[src/sv/m4inv_ram.sv]
// Generic simple dual-port RAM (one write port, one read port) with registered read
module m4inv_ram #(
  parameter int unsigned WIDTH = 32,
  parameter int unsigned DEPTH = 16
) (
  input  logic                     clk,
  input  logic                     we,
  input  logic [$clog2(DEPTH)-1:0] waddr,
  input  logic [WIDTH-1:0]         wdata,
  input  logic [$clog2(DEPTH)-1:0] raddr,
  output logic [WIDTH-1:0]         rdata
);
  logic [WIDTH-1:0] mem [DEPTH];

  always_ff @(posedge clk) begin
    if (we) mem[waddr] <= wdata;
    rdata <= mem[raddr];
  end
endmodule

[config.mk]
export PLATFORM = sky130hd
export DESIGN_NAME = m4inv_ram
export DESIGN_NICKNAME = d
export VERILOG_FILES = /design/src/sv/m4inv_ram.sv
export SDC_FILE = /design/constraint.sdc
export NUM_CORES = 1
export LEC_CHECK = 0
export ABC_AREA = 1
export CAP_MARGIN = 5
export CORE_MARGIN = 2
export CORE_UTILIZATION = 50
export CTS_CLUSTER_DIAMETER = 60
export CTS_CLUSTER_SIZE = 8
export DETAILED_ROUTE_END_ITERATION = 8
export DONT_BUFFER_PORTS = 1
export HOLD_SLACK_MARGIN = 0.06
export SYNTH_ARGS = -nofsm -noshare
export SYNTH_HDL_FRONTEND = slang
export SYNTH_SLANG_ARGS = --single-unit
[constraint.sdc]
create_clock -name clk -period 4.86 [get_ports clk]
set_clock_uncertainty 0.2 [all_clocks]
set_input_delay 0.972 -clock clk [delete_from_list [all_inputs] [get_ports clk]]
set_output_delay 0.972 -clock clk [all_outputs]
set_load 0.005 [all_outputs]
# After elaboration in Yosys (flattened, before gate mapping)
# Memory sizes are Yosys's and may differ from the RTL's. A register that Yosys moved wholly into a read port is not among the register bits.
# Index checks and enable logic that the tools add are counted.
classes:
  mux: 2
ops:
  columns: ["op", "count"]
  rows:
  - ["1-bit 2-to-1 mux", 2]
totals:
  reg_bits: 0
  mem_bits_rw: 512
  inputBits: 42
  out_inout_bits: 32
  word_cells: 3
  mem_count: 1
mem_list:
  columns: ["memory", "depth", "word_bits", "rd", "rd_clocked_by_memory_dff", "wr", "line", "source"]
  rows:
  - ["mem", 16, 32, 1, 1, 1, "13", "logic [WIDTH-1:0] mem [DEPTH];"]

# Logic depth before layout (Yosys ltp)
logic_depth:
  word_depth: 2
  depth_mapped: 10
  ltp_nobuf: 7

# Worst setup path after synthesis
# Ideal clock, no wire load.
synth_timing:
  kind: "input -> register"
  start: "input waddr[2]"
  end: "memory mem[10][0], enable pin"
  setup_ns: 0.421
  arrival_time_ns: 2.544
  t_required_ns: 4.239
  setup_slack_ns: 1.695
  stages: 2
  n_path_buf: 0
  cell_sequence: "nand3b_1 nor2_1"
synth_rtl:
  columns: ["element", "line", "source"]
  rows:
  - ["start, declared", "8", "input logic [$clog2(DEPTH)-1:0] waddr,"]
  - ["end, declared", "13", null]
# Straight into the memory's write port.

==> reports/qor.csv <==
metric,value,unit
layout.cells.non_filler,2772,
grt_usage,0.236,
path_buf_inv,2,
final_common_cell,nand2_1,
area_growth,11.2,%
drt_iter0_drc,1538,
nNetsFinal,2154,
grt-ovfl-total,0,
cp.arrival,2.95,ns
cp_top_family,buffers and inverters,
mostFrequentLayoutCells,"nand2_1, edfxtp_1, inv_1",
critPathKind,in2reg,
routabilityCongestion,0.805,
cp_slowest_cell,inv_6,
crit_required,5.13,ns
drt-pass1-iter-count,5,
netlist_area,22700,um^2
cts_resized,0,
worst_setup_path_start_kind,input port,
timing.hold.ws,0.261,ns
post_cts.repair.setup_buffers,0,
std_cell_rows,78,
dieWidth,217,um
cts_hold_buf,0,
worst-path-max-fanout,257,
die-area,47200,um^2
cap_violations,0,
ys_seq_area_frac,0.705,
sw_frac_of_total,0.210,
pwr_density_cell,419,nW/um^2
vias,14230,
ctsRootBufferMaster,clkbuf_16,
cp-end-kind,flop,
worst_slew_pin_slew,1.28,ns
yosys_warnings,0,
p_total,10.6,mW
period_needed,2.69,ns
syn_area_per_cell,10.7,um^2
tns,0,ns
post_route_cells_drive_above_1_share,0.0557,
synth_top_area_frac,0.676,
initial_core_util,0.504,
rsz0062_at_grt,no,
hold_viol_final,0,
fin_util,0.561,
clkPwrFrac,0.463,
relSlewSlack,0.148,
clock_latency,0.60,ns
dp_hpwl,27800,um
ant_nets,0,
cp_cell_sequence,"inv_6, buf_4, nand2_1, nand3_1, nand3_1, nand3_1, nand2_1",
n_antenna_cell,0,
maxSlewViolCount,0,
grt_pass1_wl,83500,um
antenna_found_initial,0,
htreeDepth,3,
routedWlPerCell,19.5,um
grt_max_degree,258,
cts_buffers,77,
cts_tree,yes,
die_height,217,um
ys_ff_latch,544,
cpPeakStageDelay,0.65,ns
peakVddDrop,0.000273,V
holdCritPathClass,in2reg,
viasPerCell,5.13,
synth_fp_nets,2162,
portBuffers,0,
drcViolationCount,0,
outcome,"complete, no violations",
wl,54200,um
synth.area.top_cells,"edfxtp_1, nand2_1, nand3_1",
p_seq_frac,0.500,
synth_largest_area_cell,edfxtp_1,
clock_path_buffers,3,
pwr-share-comb,0.038,
first_global_vias,13699,
clock-sinks,544,
coreArea,45100,um^2
min_period_over_period,0.553,
crit_top_cell,nand3_1,
ios,74,
max_freq,0.372,GHz
dp_cells,2633,
synth_cells,2120,
p_int,8.38,mW
switchingPower,2.22,mW
setup_violations,0,
leakagePower,10.6,nW
clkTransAtPathRegs,0.06,ns
ys_types,15,
-- power groups by stage --
stage,clock network (mW),registers [mW],logic (mW)
6_report,4.90,5.30,0.399
5_1_grt,5.21,5.30,0.453
4_1_cts,4.97,5.30,0.403
3_5_place_dp,0,5.39,0.401
3_3_place_gp,0,5.39,0.397
2_1_floorplan,0,5.37,0.358
-- metrics by stage --
| stage | setup slack [ns] | instance area, um^2 |
|---|---|---|
| after global routing | 2.18 | 25300 |
| after CTS | 2.39 | 25300 |
| final | 2.17 | 25300 |
| after floorplan | 1.70 | 22700 |
| after global placement | 1.77 | 23100 |
| after detailed placement | 1.77 | 23100 |
-- synthesized netlist by cell type --
library cell,number
nand3_1,385
nor2_1,17
inv_2,1
buf_6,29
buf_2,41
inv_1,388
nand3b_1,2
clkbuf_1,14
buf_12,1
inv_4,1
dfxtp_1,32
buf_4,6
edfxtp_1,512
nand2_1,677
buf_1,14
-- layer usage --
metal	GRT usage	wire, um	vias up	part of all wire
met1	0.353	24800	6831	0.46
met5	0	0	-	0
met3	0.0524	4450	65	0.082
li1	-	-	6843	-
met4	0.0685	838	0	0.015
met2	0.348	24100	491	0.44
-- state kept, by name, indices dropped and copies added (netlist names) --
register  count
mem         512
rdata        32
-- kinds of logic (layout without fill, tap and decap cells) --
| kind of cell | count (synthesis) | in the layout | synth area share |
|---|---|---|---|
| and+or+nand+nor | 1081 | 1081 | 0.200 |
| DFF | 544 | 544 | 0.705 |
| buffers and inverters | 495 | 547 | 0.0954 |
-- path summary, 6_finish.rpt --
kind	start	end	slack, ns	cells after the start
max	raddr[0]	rdata[21]	2.17	7
max reg2reg	mem[6][23]	rdata[23]	3.55	6
min	wdata[8]	mem[2][8]	0.26	0
min reg2reg	mem[5][12]	rdata[12]	0.45	6
-- worst reg2reg max path, delay by kind of cell (launching register included) --
| kind | cells | cell delay, ns |
|---|---|---|
| simple gates | 5 | 0.56 |
| flops | 1 | 0.37 |
| buf+inv | 1 | 0.06 |
-- final cells by class --
type / instances / area [um^2]
clock inverter: 5 / 51.3
inverter: 390 / 1470
tap: 600 / 751
sequential: 544 / 16000
timing repair buffer: 18 / 160
fill: 3768 / 19800
multi-input combinational: 1081 / 4670
clock buffer: 134 / 2160
Note: power is estimated with default switching activity, not from simulation.
