--- src/sv/m4inv_div.sv ---
// Restoring divider, one quotient bit per cycle
module m4inv_div #(
  parameter int unsigned NW = 160,
  parameter int unsigned DW = 128
) (
  input  logic          clk,
  input  logic          rst_n,
  input  logic          start,
  input  logic [NW-1:0] num,
  input  logic [DW-1:0] den,
  output logic          done,
  output logic [NW-1:0] quo
);
  localparam int unsigned CW = $clog2(NW + 1);

  logic [NW-1:0] n_r, n_nxt;
  logic [DW:0]   rem_r, rem_nxt;
  logic [DW-1:0] d_r;
  logic [CW-1:0] cnt_r, cnt_nxt;
  logic          busy_r, busy_nxt;
  logic [DW+1:0] sh;
  logic [DW+1:0] diff;

  // shift one numerator bit into the remainder, subtract if it fits
  always_comb begin
    sh       = {rem_r, n_r[NW-1]};
    diff     = sh - {2'b00, d_r};
    n_nxt    = n_r;
    rem_nxt  = rem_r;
    cnt_nxt  = cnt_r;
    busy_nxt = busy_r;
    done     = 1'b0;
    if (start) begin
      n_nxt    = num;
      rem_nxt  = '0;
      cnt_nxt  = CW'(NW);
      busy_nxt = 1'b1;
    end else if (busy_r) begin
      if (!diff[DW+1]) begin
        rem_nxt = diff[DW:0];
        n_nxt   = {n_r[NW-2:0], 1'b1};
      end else begin
        rem_nxt = sh[DW:0];
        n_nxt   = {n_r[NW-2:0], 1'b0};
      end
      cnt_nxt = cnt_r - 1'b1;
      if (cnt_r == CW'(1)) begin
        busy_nxt = 1'b0;
        done     = 1'b1;
      end
    end
  end

  assign quo = n_nxt;

  always_ff @(posedge clk) begin
    if (!rst_n) begin
      busy_r <= 1'b0;
      cnt_r  <= '0;
    end else begin
      busy_r <= busy_nxt;
      cnt_r  <= cnt_nxt;
    end
    n_r   <= n_nxt;
    rem_r <= rem_nxt;
    if (start) d_r <= den;
  end
endmodule

--- config.mk ---
export PLATFORM = sky130hd
export DESIGN_NAME = m4inv_div
export DESIGN_NICKNAME = d
export VERILOG_FILES = /design/src/sv/m4inv_div.sv
export SDC_FILE = /design/constraint.sdc
export NUM_CORES = 1
export LEC_CHECK = 0
export BUFFER_PORTS_ARGS = -buffer_cell sky130_fd_sc_hd__buf_2
export CAP_MARGIN = 10
export CORE_UTILIZATION = 43
export CTS_BUF_LIST = sky130_fd_sc_hd__clkbuf_2 sky130_fd_sc_hd__clkbuf_4 sky130_fd_sc_hd__clkbuf_8
export DETAILED_ROUTE_END_ITERATION = 8
export PLACE_DENSITY = 0.65
export SYNTH_ARGS = -nofsm -noshare
export SYNTH_HDL_FRONTEND = slang
export SYNTH_SLANG_ARGS = --single-unit
export TNS_END_PERCENT = 100
--- constraint.sdc ---
create_clock -name clk -period 3.4 [get_ports clk]
set_clock_uncertainty 0.05 [all_clocks]
set_input_delay 0.68 -clock clk [delete_from_list [all_inputs] [get_ports clk]]
set_output_delay 0.68 -clock clk [all_outputs]
set_load 0.01 [all_outputs]
Word-level counts from Yosys, hierarchy flattened
Cells that the tools add are included.
{"block": "totals", "regBits": 426, "inputBits": 291, "output_inout_bits": 161, "elab_cells": 24}
{"block": "classes", "add_sub_neg": 2, "eq_ne": 1, "n_mux": 12, "n_bitwise": 1, "reduce_logical": 2}
{"cell": "160-bit 2-to-1 mux", "count": 2}
{"cell": "130-bit by 128-bit subtractor with 130-bit output", "count": 1}
{"cell": "129-bit 2-to-1 mux", "count": 1}
{"cell": "8-bit 2-to-1 mux", "count": 2}
{"cell": "8-bit by 1-bit == test with 1-bit output, second input constant", "count": 1}
{"cell": "8-bit by 1-bit subtractor with 8-bit output, second input constant", "count": 1}
{"cell": "1-bit 2-to-1 mux", "count": 7}
{"cell": "2-bit nonzero test", "count": 1}
{"cell": "2-bit OR reduction", "count": 1}
{"cell": "1-bit NOT", "count": 1}

Depth between registers and ports, before layout
{"block": "logic_depth", "ltp_word": 4, "depth_mapped": 18, "ltp_nobuf": 15}

Worst setup path before layout
OpenSTA, ideal clock, no wires.
{"block": "synth_timing", "path_kind": "flip-flop to output port", "startpoint": "reg d_r[4]", "endpoint": "out quo[0]", "t_arrival_ps": 3148, "required_ps": 2670, "setup_slack_ps": -478, "stages_incl_launch_ff": 17, "path_buffers": 2, "path_cell_list": "edfxtp_1 > inv_1 > ha_1 > buf_4 > nand3_1 > a21oi_1 > o31ai_1 > a311o_1 > a2111oi_4 > o211a_1 > nor2_1 > o21a_1 > xnor2_1 > buf_2 > nor2_1 > a21oi_1 > o21ai_0"}
{"block": "synth_via", "elab_chain_cells": 4}
{"item": "start, declared", "line": "18", "text": "logic [DW-1:0] d_r;"}
{"item": "start signal, assigned", "line": "66", "text": "if (start) d_r <= den;"}
{"item": "130-bit by 128-bit subtractor with 130-bit output", "line": "27", "text": "diff = sh - {2'b00, d_r};"}
{"item": "1-bit 2-to-1 mux", "line": "39", "text": "if (!diff[DW+1]) begin"}
{"item": "160-bit 2-to-1 mux", "line": "38", "text": "end else if (busy_r) begin"}
{"item": "160-bit 2-to-1 mux", "line": "33", "text": "if (start) begin"}
{"item": "end, declared", "line": "12", "text": "output logic [NW-1:0] quo"}
No other way between the ends.

Worst setup path in the final report
{"block": "layout_timing", "startpoint": "reg d_r[1]", "endpoint": "out quo[0]"}
Same word-level chain as after synthesis.

==> results.toml <==
[routing]
routed-via-count = 27100
drtAntennaViolNets = 0
viasPerCell = 5.47
drc = 0
wl_um = 98600
drtIter0Drc = 2092
wl_per_cell_um = 19.9
dr.pass1.iters = 6

[sta]
fin_ws_ns = -1.01
layout_min_cycle_time_ns = 4.41
hold_ws_ns = 0.0978
hold_viol = 0
timing.final.crit_share_pct = 130
rsz0062_at_grt = "yes"
worst_pin_slew_ns = 1.38
final.setup.tns_ns = -44.11
maxSlewViolCount = 0
slew_headroom_pct = 7.98
fmax_mhz = 227
setup_violations = 129

[global_route]
grt_max_degree = 138
antenna_found_initial = 12
grt_use_total_pct = 31.8
grt_pass1_vias = 26100
grt_pass1_wl_um = 148000
grt_remaining_overflow = 0

[floorplan]
core_region_area_sq_um = 58000
die_h_um = 245
start_util_pct = 43.8
num_rows = 88
die_x_um = 245
num_io_pins = 452
die_area_sq_um = 60000

[yosys]
syn_area_sq_um = 25400
synth_top_area_share_pct = 23.5
ys_types = 78
synth_area_per_cell_sq_um = 8.22
syn_inst = 3090
synth_edf_count = 128
synth_flop_cell = "dfxtp_1"
yosysWarnings = 0
synth.area.top_cells = "dfxtp_1, edfxtp_1, nand2_1, mux2i_1, ha_1"
synth_top_area_cell = "dfxtp_1"
synthTopCellsByCount = "nand2_1, o21ai_0, dfxtp_1"
ys_async_sr_fraction_pct = 0
synth-seq-cells = 426
synth_most_common_cell = "nand2_1"
synth_nets = 3512
ys_seq_area_share_pct = 38.6

[finish]
area_growth_pct = 44.5
seq_area_sq_um = 9810
postLayoutCellArea_sq_um = 36700
fin_nets = 4528
drive_gt1_share_pct = 35.8
fillers = 5013
multi_input_area_sq_um = 15300

[pwr]
peakVddDrop_v = 0.000401
total_power_mw = 17.1
powerDensity_nw_per_um2 = 467
power_leakage_nw = 16.6

[cts]
cts_buffer_depth = 3
cts_made_buffers = 78
clkTransAtPathRegs_ns = 0.07
clk_latency_ns = 0.71
clock_tree.root_cell = "clkbuf_8"
hold_buffers = 0
cts_tree = "done"
cts.sinks = 426
h-tree-depth = 3

[worst_setup_path]
critPathCaptureType = "output port"
crit_type = "flip-flop to output port"
crit_required_ns = 2.67
crit_fanout = 3
worstReg2RegEnd = "rem_r[21]"
ff2ff_setup_slack_ns = -0.48
cp-start-kind = "flip-flop"
arrival_ns = 3.68
r2r-start = "d_r[1]"
reg2reg_depth = 19

[placed_design]
placed_area_sq_um = 32700
io_buffers = 451
gp_congestion = 0.974
place_ws_ns = -0.663
dp_hpwl_um = 73200

[run_status]
violations = "setup timing"
run_status = "finished, violations left"

[flow_run]
cap_violations = 0

[hold_path]
min_path_cells = 1
hp-class = "primary input to flip-flop"
hold_path_end = "d_r[4]"
hp-start = "den[4]"
## metal layers
| layer | up-vias | wire length [um] | GRT usage, % |
|---|---|---|---|
| met1 | 12700 | 41400 | 40.5 |
| li1 | 13100 | - | - |
| met3 | 218 | 7160 | 6.35 |
| met4 | 8 | 3920 | 13.1 |
| met5 | - | 57 | 0 |
| met2 | 1001 | 46100 | 52.4 |
## flip-flops by register name (all words and copies together), names as in the netlist
| register | count |
|---|---|
| rem_r | 129 |
| cnt_r | 8 |
| busy_r | 1 |
| d_r | 128 |
| n_r | 160 |
## area by class of cell
cell class,count,area share [%]
antenna,9,0.0613
clock buffer,116,3.94
clock inverter,30,0.920
inverter,183,1.87
multi-input combinational,2298,41.8
sequential,426,26.7
tap,765,2.61
timing repair buffer,1119,22.1
## how the worst max path moves through the flow
stage | cells past startpoint | to | slack [ns] | startpoint
floorplan | 14 | quo[0] | -0.15 | d_r[8]
global placement | 17 | rem_r[124] | -0.61 | n_r[159]
detailed placement | 16 | rem_r[124] | -0.66 | d_r[0]
CTS | 15 | quo[0] | -1.10 | d_r[1]
global route | 15 | quo[0] | -1.17 | d_r[2]
finish | 15 | quo[0] | -1.01 | d_r[1]
## repair_timing
item                       4_1_cts  5_1_grt
buffers inserted                36       14
pin swaps                       77       77
cloned                          17        3
setup endpoints to repair      130      130
resized for setup              129      190
## per-stage QoR
step / util, % / cells
2_1_floorplan: - / 3090
3_3_place_gp: 56.3 / 4728
3_5_place_dp: 56.3 / 4728
4_1_cts: 61.8 / 4927
5_1_grt: 63.2 / 4940
6_report: 63.3 / 4946
## cell usage in the layout, fill, tap and decap left out, types with 16 or more instances in the layout
cell type / synthesis / routed
xnor2_1: 73 / 72
o211ai_1: 17 / 17
a311oi_1: 96 / 51
edfxtp_1: 128 / 128
o21a_1: 23 / 22
clkbuf_8: 0 / 92
xor2_1: 42 / 42
a31oi_1: 19 / 18
buf_2: 26 / 449
nor3_1: 34 / 30
buf_6: 0 / 20
and3_1: 19 / 16
nand2_1: 527 / 469
buf_4: 10 / 599
or3_1: 21 / 20
a21oi_2: 1 / 22
clkbuf_4: 0 / 24
a311oi_2: 0 / 45
nand4_1: 56 / 56
inv_1: 183 / 176
a21o_1: 45 / 45
o21ai_1: 5 / 20
nand2_2: 0 / 51
nand3_1: 39 / 35
o21bai_1: 38 / 37
a21oi_1: 240 / 214
buf_12: 0 / 26
nor2_1: 229 / 225
o21ai_0: 307 / 284
ha_1: 130 / 117
mux2i_1: 163 / 163
dfxtp_1: 298 / 297
## worst max-delay path: stages (launching register included)
cell       delay, ns
edfxtp_1        0.36
inv_1           0.08
ha_4            0.29
nand2b_4        0.06
a21oi_2         0.16
o31ai_2         0.09
a311o_1         0.32
a2111oi_4       0.42
o211a_1         0.25
nor2_4          0.06
o21a_4          0.26
xnor2_4         0.14
nor2_4          0.14
a21oi_4         0.05
o21ai_2         0.16
buf_6           0.14
## where the power goes
group          internal (mW)  switching, mW  leakage (nW)
clock network           3.17           2.44         0.940
registers               5.72          0.270          3.73
logic                   2.51           3.01          11.9
## cells by family after synthesis
family	count (synthesis)	synth area share, %
multiplexers	164	6.47
XOR/XNOR	116	4.03
AO/OA/AOI/OAI	893	21.9
adder cells (fa/ha/maj)	131	6.48
flip-flops	426	38.6
buffers and inverters	366	5.69
AND/OR/NAND/NOR	994	16.8
No activity file was read; power rests on OpenSTA's default activity.
